**src/rtl/tick_task_timer_table_defines.svh**
```systemverilog
// Assertion macros for the task timer table.
`ifndef TICK_TASK_TIMER_TABLE_DEFINES_SVH
`define TICK_TASK_TIMER_TABLE_DEFINES_SVH

// Check a condition in the same cycle as its trigger.
`define TTT_ASSERT_HOLD(label, ante, cons, msg) \
  label: assert property (@(posedge clk) disable iff (!rst_n) (ante) |-> (cons)) \
    else $error(msg);

// Check a condition in the cycle after its trigger.
`define TTT_ASSERT_NEXT(label, ante, cons, msg) \
  label: assert property (@(posedge clk) disable iff (!rst_n) (ante) |=> (cons)) \
    else $error(msg);

`endif

```
**src/rtl/ttimer_pkg.sv**
```systemverilog
// Types and codes shared by the task timer table.
`default_nettype none

package ttimer_pkg;

  localparam int unsigned TIDX_W = 6;

  typedef logic [1:0] kind_t;
  typedef logic [1:0] status_t;

  localparam kind_t KIND_ADD      = 2'd0;
  localparam kind_t KIND_TICK     = 2'd1;
  localparam kind_t KIND_DISPATCH = 2'd2;

  localparam status_t STAT_OK   = 2'd0;
  localparam status_t STAT_FULL = 2'd1;
  localparam status_t STAT_NONE = 2'd2;

  typedef struct packed {
    logic [15:0] reload;
    logic [15:0] ticks;
    logic [15:0] pending;
  } entry_t;

endpackage

`default_nettype wire

```
**src/rtl/tick_task_timer_table.sv**
```systemverilog
// Task timer table: add tasks, count down on ticks, dispatch pending runs.
//
// Input channel (in_*): one beat is an add, a tick or a dispatch request.
// Result channel (out_*): exactly one beat per input beat, in order, with a
// status and a task index. Both channels use valid/stall; a stalled result
// beat holds until taken.
// Task entries live in one memory word per slot; a single 16-bit
// decrementer walks the slots in use, one slot per cycle, with the read of
// the next slot overlapped with the write-back of the current one.
// An add or an unused kind needs no walk; a tick walks every slot in use; a
// dispatch walks up to the first slot with a pending run, or over all slots
// in use if none is ready. The block takes one item at a time and in_stall is
// high until its result is loaded into the output register.
// A new beat is accepted while the previous result still waits on out_stall;
// its result then waits internally until the output register frees.
// Reset empties the table (slot count zero) and clears the output valid;
// slot memory holds no reset, since only slots below the count are read.
`default_nettype none

module tick_task_timer_table #(
  parameter int TASKS = 16
) (
  input  wire                                clk,
  input  wire                                rst_n,
  input  wire                                in_valid,
  output logic                               in_stall,
  input  ttimer_pkg::kind_t                  in_kind,
  input  wire  [15:0]                        in_timeout,
  input  wire                                in_periodic,
  output logic                               out_valid,
  input  wire                                out_stall,
  output ttimer_pkg::status_t                out_status,
  output logic [ttimer_pkg::TIDX_W-1:0]      out_task_index
);

  import ttimer_pkg::*;

  `include "tick_task_timer_table_defines.svh"

  localparam int IW = (TASKS > 1) ? $clog2(TASKS) : 1;
  localparam int CW = $clog2(TASKS + 1);
  localparam logic [IW-1:0] IDX_TOP = IW'(TASKS - 1);

  typedef enum logic [1:0] {S_IDLE, S_WALK, S_DONE} state_t;

  state_t            state_r, state_nxt;
  logic              op_tick_r, op_tick_nxt;
  logic [IW-1:0]     idx_r, idx_nxt;
  logic [CW-1:0]     count_r, count_nxt;
  status_t           res_status_r, res_status_nxt;
  logic [IW-1:0]     res_index_r, res_index_nxt;
  logic              out_valid_r, out_valid_nxt;
  status_t           out_status_r, out_status_nxt;
  logic [TIDX_W-1:0] out_index_r, out_index_nxt;

  entry_t            mem [TASKS];
  entry_t            rdata_r;
  logic [IW-1:0]     rd_addr;
  logic              we;
  logic [IW-1:0]     waddr;
  entry_t            wdata;

  logic              in_accept;
  logic              full;
  logic              last;
  logic [IW-1:0]     last_idx;
  logic [15:0]       dec_opnd;
  logic [15:0]       dec_res;
  logic [15:0]       bump_val;
  entry_t            tick_ent;

  assign in_stall       = (state_r != S_IDLE);
  assign in_accept      = in_valid && !in_stall;
  assign full           = (count_r == CW'(TASKS));
  assign last_idx       = IW'(count_r - CW'(1));
  assign last           = (idx_r == last_idx);
  assign out_valid      = out_valid_r;
  assign out_status     = out_status_r;
  assign out_task_index = out_index_r;

  assign dec_opnd = op_tick_r ? rdata_r.ticks : rdata_r.pending;
  assign dec_res  = dec_opnd - 16'd1;
  assign bump_val = (rdata_r.pending == 16'hFFFF) ? rdata_r.pending
                                                  : rdata_r.pending + 16'd1;

  always_comb begin
    tick_ent = rdata_r;
    if (rdata_r.reload != 16'd0) begin
      if (dec_res == 16'd0) begin
        tick_ent.ticks   = rdata_r.reload;
        tick_ent.pending = bump_val;
      end else begin
        tick_ent.ticks = dec_res;
      end
    end else if (rdata_r.ticks != 16'd0) begin
      tick_ent.ticks = dec_res;
      if (dec_res == 16'd0) begin
        tick_ent.pending = bump_val;
      end
    end
  end

  always_comb begin
    state_nxt      = state_r;
    op_tick_nxt    = op_tick_r;
    idx_nxt        = idx_r;
    count_nxt      = count_r;
    res_status_nxt = res_status_r;
    res_index_nxt  = res_index_r;
    out_valid_nxt  = out_valid_r && out_stall;
    out_status_nxt = out_status_r;
    out_index_nxt  = out_index_r;
    rd_addr        = '0;
    we             = 1'b0;
    waddr          = idx_r;
    wdata          = rdata_r;

    unique case (state_r)
      S_IDLE: begin
        if (in_accept) begin
          res_status_nxt = STAT_OK;
          res_index_nxt  = '0;
          state_nxt      = S_DONE;
          unique case (in_kind) inside
            KIND_ADD: begin
              if (full) begin
                res_status_nxt = STAT_FULL;
              end else begin
                we            = 1'b1;
                waddr         = IW'(count_r);
                wdata.reload  = in_periodic ? in_timeout : 16'd0;
                wdata.ticks   = in_timeout;
                wdata.pending = 16'd0;
                res_index_nxt = IW'(count_r);
                count_nxt     = count_r + CW'(1);
              end
            end
            KIND_TICK, KIND_DISPATCH: begin
              op_tick_nxt = (in_kind == KIND_TICK);
              idx_nxt     = '0;
              if (count_r != '0) begin
                state_nxt = S_WALK;
              end else if (in_kind == KIND_DISPATCH) begin
                res_status_nxt = STAT_NONE;
              end
            end
            default: begin
            end
          endcase
        end
      end
      S_WALK: begin
        rd_addr = (idx_r == IDX_TOP) ? '0 : idx_r + 1'b1;
        if (op_tick_r) begin
          we    = 1'b1;
          wdata = tick_ent;
          if (last) begin
            state_nxt = S_DONE;
          end else begin
            idx_nxt = idx_r + 1'b1;
          end
        end else if (rdata_r.pending != 16'd0) begin
          we            = 1'b1;
          wdata.pending = dec_res;
          res_index_nxt = idx_r;
          state_nxt     = S_DONE;
        end else if (last) begin
          res_status_nxt = STAT_NONE;
          state_nxt      = S_DONE;
        end else begin
          idx_nxt = idx_r + 1'b1;
        end
      end
      S_DONE: begin
        if (!out_valid_r || !out_stall) begin
          out_valid_nxt  = 1'b1;
          out_status_nxt = res_status_r;
          out_index_nxt  = TIDX_W'(res_index_r);
          state_nxt      = S_IDLE;
        end
      end
      default: begin
        state_nxt = S_IDLE;
      end
    endcase
  end

  always_ff @(posedge clk) begin
    if (we) begin
      mem[waddr] <= wdata;
    end
    rdata_r <= mem[rd_addr];
  end

  always_ff @(posedge clk) begin
    if (!rst_n) begin
      state_r     <= S_IDLE;
      count_r     <= '0;
      out_valid_r <= 1'b0;
    end else begin
      state_r     <= state_nxt;
      count_r     <= count_nxt;
      out_valid_r <= out_valid_nxt;
    end
    op_tick_r    <= op_tick_nxt;
    idx_r        <= idx_nxt;
    res_status_r <= res_status_nxt;
    res_index_r  <= res_index_nxt;
    out_status_r <= out_status_nxt;
    out_index_r  <= out_index_nxt;
  end

  `TTT_ASSERT_HOLD(a_count_bound, 1'b1, count_r <= CW'(TASKS), "task count exceeds capacity")
  `TTT_ASSERT_HOLD(a_walk_in_table, state_r == S_WALK, (count_r != '0) && (idx_r <= last_idx), "walk index outside table")
  `TTT_ASSERT_NEXT(a_done_loads_out, (state_r == S_DONE) && (!out_valid_r || !out_stall), out_valid_r && (state_r == S_IDLE), "result not handed to output")
  `TTT_ASSERT_HOLD(a_full_status, (state_r == S_DONE) && (res_status_r == STAT_FULL), count_r == CW'(TASKS), "full reported below capacity")

endmodule

`default_nettype wire

```
**config.mk**
```make
export PLATFORM = sky130hd
export DESIGN_NAME = tick_task_timer_table
export DESIGN_NICKNAME = d
export VERILOG_FILES = /design/src/rtl/ttimer_pkg.sv /design/src/rtl/tick_task_timer_table.sv
export VERILOG_INCLUDE_DIRS = /design/src /design/src/rtl
export SDC_FILE = /design/constraint.sdc
export NUM_CORES = 1
export LEC_CHECK = 0
export ABC_AREA = 0
export BUFFER_PORTS_ARGS = -buffer_cell sky130_fd_sc_hd__buf_2
export CAP_MARGIN = 15
export CORE_MARGIN = 5
export CORE_UTILIZATION = 60
export CTS_BUF_LIST = sky130_fd_sc_hd__clkbuf_4
export CTS_CLUSTER_SIZE = 40
export DETAILED_ROUTE_END_ITERATION = 8
export PLACE_DENSITY_LB_ADDON = 0.2
export SYNTH_ARGS = -nofsm -noshare
export SYNTH_HDL_FRONTEND = slang
export SYNTH_SLANG_ARGS = --single-unit
```
**constraint.sdc**
```tcl
create_clock -name clk -period 5.7 [get_ports clk]
set_clock_uncertainty 0.05 [all_clocks]
set_input_delay 0.855 -clock clk [delete_from_list [all_inputs] [get_ports clk]]
set_output_delay 0.855 -clock clk [all_outputs]
set_load 0.02 [all_outputs]
```
* After elaboration in Yosys (flattened, before gate mapping)
Memories as Yosys holds them, arrays and structs flattened. A register that Yosys moved wholly into a read port is not among the register bits.
Index checks and enable logic that the tools add are counted.
** Cells by class
- Multiplexer cells :: 59
- $lt $le $gt $ge :: 0
- Bitwise logic cells :: 1
- Equal/unequal tests :: 16
- Shifts and indexed selects :: 0
- Reductions and logical operators :: 23
- $mul :: 0
- $add $sub $neg :: 5
- Divide/modulo/power cells :: 0
** Operators with widths (count)
- 48-bit 2-to-1 mux :: 3
- 16-bit 2-to-1 mux :: 8
- 48-bit case mux with 2 select lines :: 1
- 32-bit 2-to-1 mux :: 2
- 4-bit 2-to-1 mux :: 16
- 16-bit nonzero test :: 3
- 2-bit 2-to-1 mux :: 13
- 16-bit by 1-bit adder with 16-bit output, second input constant :: 1
- 16-bit equality test, second input constant :: 1
- 16-bit zero test :: 1
- 4-bit case mux with 2 select lines :: 2
- 16-bit by 1-bit subtractor with 16-bit output, second input constant :: 1
- 2-bit inequality test, second input constant :: 6
- 4-bit AND reduction :: 3
- 1-bit 2-to-1 mux :: 10
- 2-bit case mux with 2 select lines :: 2
- 2-bit case mux with 3 select lines :: 1
- 5-bit by 1-bit adder with 5-bit output, second input constant :: 1
- 5-bit equality test, second input constant :: 1
- 5-bit AND reduction :: 1
- 5-bit nonzero test :: 1
- 4-bit by 1-bit adder with 4-bit output, second input constant :: 1
- 2-bit by 1-bit equality test with 1-bit output, second input constant :: 2
- 2-bit equality test, second input constant :: 2
- 15 further kinds :: 21
** Word-level totals
- Register bits after elaboration :: 25
- Memories kept :: 1
- Latch bits :: 0
- Word-level logic and storage cells :: 114
- RAM bits :: 768
- Memory bits (read-only) :: 0
** Memory list
- mem :: words 16, bits a word 48, read ports 1, clocked after memory_dff 1, write ports 1, RTL line tick_task_timer_table.sv:56 : entry_t mem [TASKS];

* Longest topological paths before layout
Gate-level depths: netlist of the first run.
- Word-level depth :: 8
- Depth in mapped cells :: 19
- Mapped depth without buffers :: 11

* Worst setup path before layout of the first run
No wires, ideal clock.
- Path type :: register -> register
- Start point :: reg op_tick_r
- End point :: mem mem[0][24] (netlist bit) (data pin)
- Clock period less this slack :: 4888 ps
- Stages on the path, launching flop included :: 16
- Arrival time :: 4498 ps
- Library setup time :: 340 ps
- Data required time :: 5310 ps
- Path slack :: 812 ps
- Cells stage by stage :: edfxtp_1 -> buf_6 -> buf_4 -> clkbuf_1 -> clkbuf_1 -> clkbuf_1 -> mux2i_1 -> ha_1 -> buf_1 -> o211ai_4 -> nor4_4 -> nor2_1 -> or4_4 -> nor3_2 -> a21oi_1 -> a211oi_1
** RTL lines
- from (decl) :: RTL line tick_task_timer_table.sv:47 : logic op_tick_r, op_tick_nxt;
- from (signal assigned) :: RTL line tick_task_timer_table.sv:205 : op_tick_r <= op_tick_nxt;
- to (decl) :: RTL line tick_task_timer_table.sv:56

==> flow_summary.ini, run 1 <==
[critical_path]
endpoint_kind = flop
path_max_fanout = 16
cp.arrival_ns = 5.40
cp-start-kind = flop
worstRegToRegCells = 10
crit_required_ns = 6.28
rrSetupSlack_ns = 0.88
path_class = flop to flop

[power]
ir_drop_uv = 319
leakage_nw = 12.3
power_w = 0.0122
cellPowerDensity_mw_per_mm2 = 320

[synth]
synth_cells = 2011
ys_types = 80
synthDominantCellAreaShare_pct = 69.3
ys_top_cells_by_area = edfxtp_1, mux4_2, dfxtp_1
synth-async-reset-ratio_pct = 0
yosysTopAreaCell = edfxtp_1
synthTopCellsByCount = edfxtp_1, mux4_2, o21ai_0
synth-edff-count = 785
ys_seq_elements = 841
ys_seq_area_share_pct = 72.6
yosys_most_used_dff = edfxtp_1
ys_warn_count = 0
synth_area_mm2 = 0.0340
postSynthAreaPerCell_um2 = 16.9
yosysMostFrequentCell = edfxtp_1

[die]
die_w_um = 248
die_area_mm2 = 0.0616
start_util_pct = 60.5
die-height_um = 248
core_mm2 = 0.0563
io_pins = 33
rows = 87

[global_route]
grtUsageTotal_pct = 27.8
grt_max_degree = 85
grt.overflow.total = 0
grt_pass1_vias = 20700
antenna_found_initial = 2
grt_pass1_wl_um = 125000

[timing]
drv_slew = 0
report.final.hold_viol_count = 0
max_slew_margin_pct = 25.5
fin_crit_sh_pct = 84.6
layout_min_cycle_time_ns = 4.82
rsz0062_at_grt = no
max_freq_mhz = 207
tightest_slew_ns = 1.12
finalSetupViolCount = 0
tns_ns = 0
hold_ws_ns = 0.226

[cells_and_area]
syn_to_final_growth_pct = 12.0
drive_above_1_share_pct = 25.9
fin_util_pct = 67.8
nets = 2200
fill_cells = 3766

[route]
drt_iter0_drc = 2173
drt_wl_total_um = 83600
vias = 20200
detail-route-antenna-nets = 0
drc = 0
detail_route.first_pass.iterations = 5
wl_per_cell_um = 27.0
vias_per_cell = 6.53

[job]
drv_cap = 0

[placed_design]
dp.final_hpwl_um = 44700
portBuffers = 30
gp_congestion = 0.916

[cts]
clk_pin_slew_ns = 0.07
cts-buffers-inserted = 201
cts_sinks = 841
clockBufferDepth = 3
cts_tree = yes
post_cts_buffers = 0
insertion_delay_ns = 1.04
cts_resized = 0
root_buffer = clkbuf_4
cts_max_level = 4

[worst_hold_path]
hold_path_depth = 2
hold_class = input port to flop

[run_status]
status = completed
[power breakdown]
group | leakage [nW] | total [W] | switching (W) | internal (W)
logic | 3.11 | 0.000398 | 0.000278 | 0.000120
registers | 7.56 | 0.00683 | 0.0000385 | 0.00679
clock network | 1.61 | 0.00498 | 0.00234 | 0.00264
total | 12.3 | 0.0122 | 0.00265 | 0.00955
[metal layers]
layer	GRT usage (%)	vias to the layer above	wire length, um
li1	-	8758	-
met1	37.6	10200	31900
met2	44.5	1138	40800
met3	7.15	171	8550
met4	10.5	2	2240
met5	0	-	13
[layout make-up]
type / count / area [um2] / area share, %
antenna: 1 / 2.50 / 0.00656
multi-input combinational: 1004 / 8830 / 23.1
inverter: 20 / 80.1 / 0.210
tap: 756 / 946 / 2.48
clock inverter: 74 / 424 / 1.11
timing repair buffer: 97 / 871 / 2.28
sequential: 841 / 24700 / 64.8
clock buffer: 305 / 2290 / 6.00
[path summary, 6_finish.rpt]
path / from / endpoint
worst min-delay path: in_kind[0] / op_tick_r$_DFFE_PP_
worst max-delay path: op_tick_r$_DFFE_PP_ / mem[9][15]$_DFFE_PP_
worst min register to register: res_index_r[1]$_DFFE_PP_ / out_task_index[1]$_DFFE_PP_
worst max register to register: op_tick_r$_DFFE_PP_ / mem[9][15]$_DFFE_PP_
[logic make-up (layout without fill, tap and decap cells)]
kind of cell | count (synthesis) | in the layout | share of synthesized area [%]
XOR/XNOR | 25 | 25 | 0.643
flip-flops | 841 | 841 | 72.6
adder cells (fa/ha/maj) | 12 | 12 | 0.441
other | 1 | 3 | 0.0110
multiplexers | 166 | 166 | 10.2
AO/OA/AOI/OAI | 459 | 459 | 8.94
AND/OR/NAND/NOR | 340 | 340 | 5.22
buffers and inverters | 167 | 496 | 2.00
[critical path, cell delays in order, from the launching register on]
cell	delay, ns
edfxtp_1	0.80
o21ai_0	0.32
inv_1	0.11
ha_1	0.38
o211ai_4	0.19
o31a_1	0.32
o21ai_0	0.34
and4b_1	0.28
and3_1	0.55
a41oi_1	0.20
o22ai_1	0.86
[placed cells by master (no fill, tap or decap), types with 8 or more instances in the layout]
master	n
nor2_1	46
a21oi_1	42
nand3_1	43
nor3_1	18
o221ai_1	96
buf_2	30
xnor2_1	20
buf_4	48
nor2_4	17
inv_1	19
o21ai_0	139
nand4_1	8
clkinv_1	54
nand2_1	115
mux2i_1	19
buf_12	17
nor4_1	14
o211ai_1	8
clkbuf_4	305
ha_1	12
a31oi_1	8
a221oi_1	8
dfxtp_1	56
mux4_2	144
edfxtp_1	785
and3_1	12
o22ai_1	99
nor3b_1	9
[flip-flops by register name, indices dropped and copies added, names as in the netlist]
signal,count
count_r,5
rdata_r,48
mem,768
op_tick_r,1
out_task_index,4
out_valid,1
res_status_r,2
res_index_r,4
out_status,2
state_r,2
idx_r,4
[through the flow]
| stage | instances | area (um2) | worst slack [ns] |
|---|---|---|---|
| 2_1_floorplan | 2012 | 34000 | 0.812 |
| 3_3_place_gp | 2716 | 35400 | 1.36 |
| 3_5_place_dp | 2716 | 35400 | 1.00 |
| 4_1_cts | 3097 | 38100 | 0.943 |
| 5_1_grt | 3098 | 38100 | 0.499 |
| 6_report | 3098 | 38100 | 0.880 |
[repair_timing]
| item | CTS | global route |
|---|---|---|
| hold endpoints to repair | 8 | 0 |
| hold buffers | 2 | 0 |
| endpoints found under the setup margin | 0 | 0 |
Note: power is estimated with default switching activity, not from simulation.
==> run 2, diff against run 1 <==
==> constraint.sdc (replaced) <==
create_clock -name clk -period 4.45 [get_ports clk]
set_clock_uncertainty 0.05 [all_clocks]
set_input_delay 0.6675 -clock clk [delete_from_list [all_inputs] [get_ports clk]]
set_output_delay 0.6675 -clock clk [all_outputs]
set_load 0.02 [all_outputs]
==> flow_summary.ini, run 2 (synthesized netlist as in run 1, its figures left out) <==
[cells_and_area]
reg_top3 = mem x768, rdata_r x48, count_r x5
layout_commonest_cell = edfxtp_1
top_register = mem
drive_above_1_share_pct = 26.9
nets = 2221
syn_to_final_growth_pct = 12.6
largest_reg_flops = 768
final_cell_mix = edfxtp_1, clkbuf_4, mux4_2

[run_status]
status = completed

[die]
core_mm2 = 0.0563
die_area_mm2 = 0.0616
start_util_pct = 60.5
rows = 87
die_w_um = 248
die-height_um = 248
io_pins = 33

[power]
ir_drop_uv = 320
leakage_nw = 12.4
power_w = 0.0156
cellPowerDensity_mw_per_mm2 = 408

[timing]
drv_slew = 0
max_freq_mhz = 236
finalSetupViolCount = 0
fin_crit_sh_pct = 95.1
hold_ws_ns = 0.301
rsz0062_at_grt = no
report.final.hold_viol_count = 0
layout_min_cycle_time_ns = 4.23
max_slew_margin_pct = 26.8
tightest_slew_ns = 1.09

[cts]
cts_sinks = 841
post_cts_buffers = 0
cts_max_level = 4
cts_tree = yes
root_buffer = clkbuf_4
cts-buffers-inserted = 199
clk_pin_slew_ns = 0.07
insertion_delay_ns = 1.04
clockBufferDepth = 3

[placed_design]
gp_congestion = 0.986
dp.final_hpwl_um = 47200
portBuffers = 30

[worst_hold_path]
hold_class = input port to flop
min_from = in_timeout[5]
hold_end = mem[11][21]$_DFFE_PP_
hold_path_depth = 3

[route]
vias = 20400
drt_iter0_drc = 2614
vias_per_cell = 6.56
drc = 0
drt_wl_total_um = 85500
wl_per_cell_um = 27.5
detail-route-antenna-nets = 0
detail_route.first_pass.iterations = 5

[global_route]
grt.overflow.total = 0
antenna_found_initial = 2
grtUsageTotal_pct = 28.5
grt_pass1_vias = 20500
grt_pass1_wl_um = 128000
grt_max_degree = 119

[critical_path]
timing.rr.end = mem[6][7]$_DFFE_PP_
endpoint_kind = flop
rrSetupSlack_ns = 0.22
cp.arrival_ns = 4.73
worstRegToRegCells = 10
crit_required_ns = 4.95
reg2reg_from = op_tick_r$_DFFE_PP_
path_class = flop to flop
cp-start-kind = flop
path_max_fanout = 21

[job]
drv_cap = 0
## run 2: worst max-delay path by stage
stage	start	slack (ns)	to
after detailed placement	op_tick_r$_DFFE_PP_	0.23	mem[6][15]$_DFFE_PP_
after floorplan	count_r[0]$_SDFFE_PN0P_	-0.11	mem[14][0]$_DFFE_PP_
final	op_tick_r$_DFFE_PP_	0.22	mem[6][7]$_DFFE_PP_
after CTS	op_tick_r$_DFFE_PP_	0.21	mem[13][15]$_DFFE_PP_
after global placement	op_tick_r$_DFFE_PP_	0.41	mem[6][15]$_DFFE_PP_
after global routing	op_tick_r$_DFFE_PP_	0.001	mem[9][9]$_DFFE_PP_
## run 2: through the flow
stage	instances	setup TNS, ns	util (%)	area, um2	worst slack [ns]
detailed placement	2734	0	63.2	35600	0.228
floorplan	2012	-35.76	-	34100	-0.113
CTS	3102	0	68.1	38300	0.210
global placement	2733	0	63.2	35600	0.413
global route	3104	0	68.1	38300	0.00140
finish	3104	0	68.1	38300	0.218
## run 2: what timing repair did
item | CTS | global route
setup endpoints to repair | 0 | 57
hold endpoints to repair | 14 | 0
hold buffers | 7 | 0
resized for setup | 0 | 4
## run 2: routing by layer
layer	global-route usage [%]	wire, um
met5	0	0
met3	6.33	7920
met1	39.7	33100
met2	44.9	41400
met4	11.2	2980
## run 2: worst max-delay path, cell delays in order (launching register included)
cell	delay [ns]
edfxtp_1	0.51
mux2i_1	0.30
ha_1	0.44
o211ai_4	0.22
nor4_4	0.33
nor2_1	0.12
or4_4	0.57
nor4_4	0.27
buf_4	0.32
or3b_2	0.19
nand3_1	0.42
## run 2: area by class of cell
type                       count  area (um2)
sequential                   841       24700
fill                        3721       17900
multi-input combinational   1004        8880
clock buffer                 308        2310
timing repair buffer         120        1070
tap                          756         946
clock inverter                53         347
inverter                      20        80.1
antenna                        2        5.00
## run 2: power by group
part | total (W) | leakage, nW | switching, W | internal [W]
sequential | 0.00875 | 7.56 | 0.0000461 | 0.00870
combinational | 0.000536 | 3.24 | 0.000371 | 0.000166
clock | 0.00636 | 1.57 | 0.00297 | 0.00339
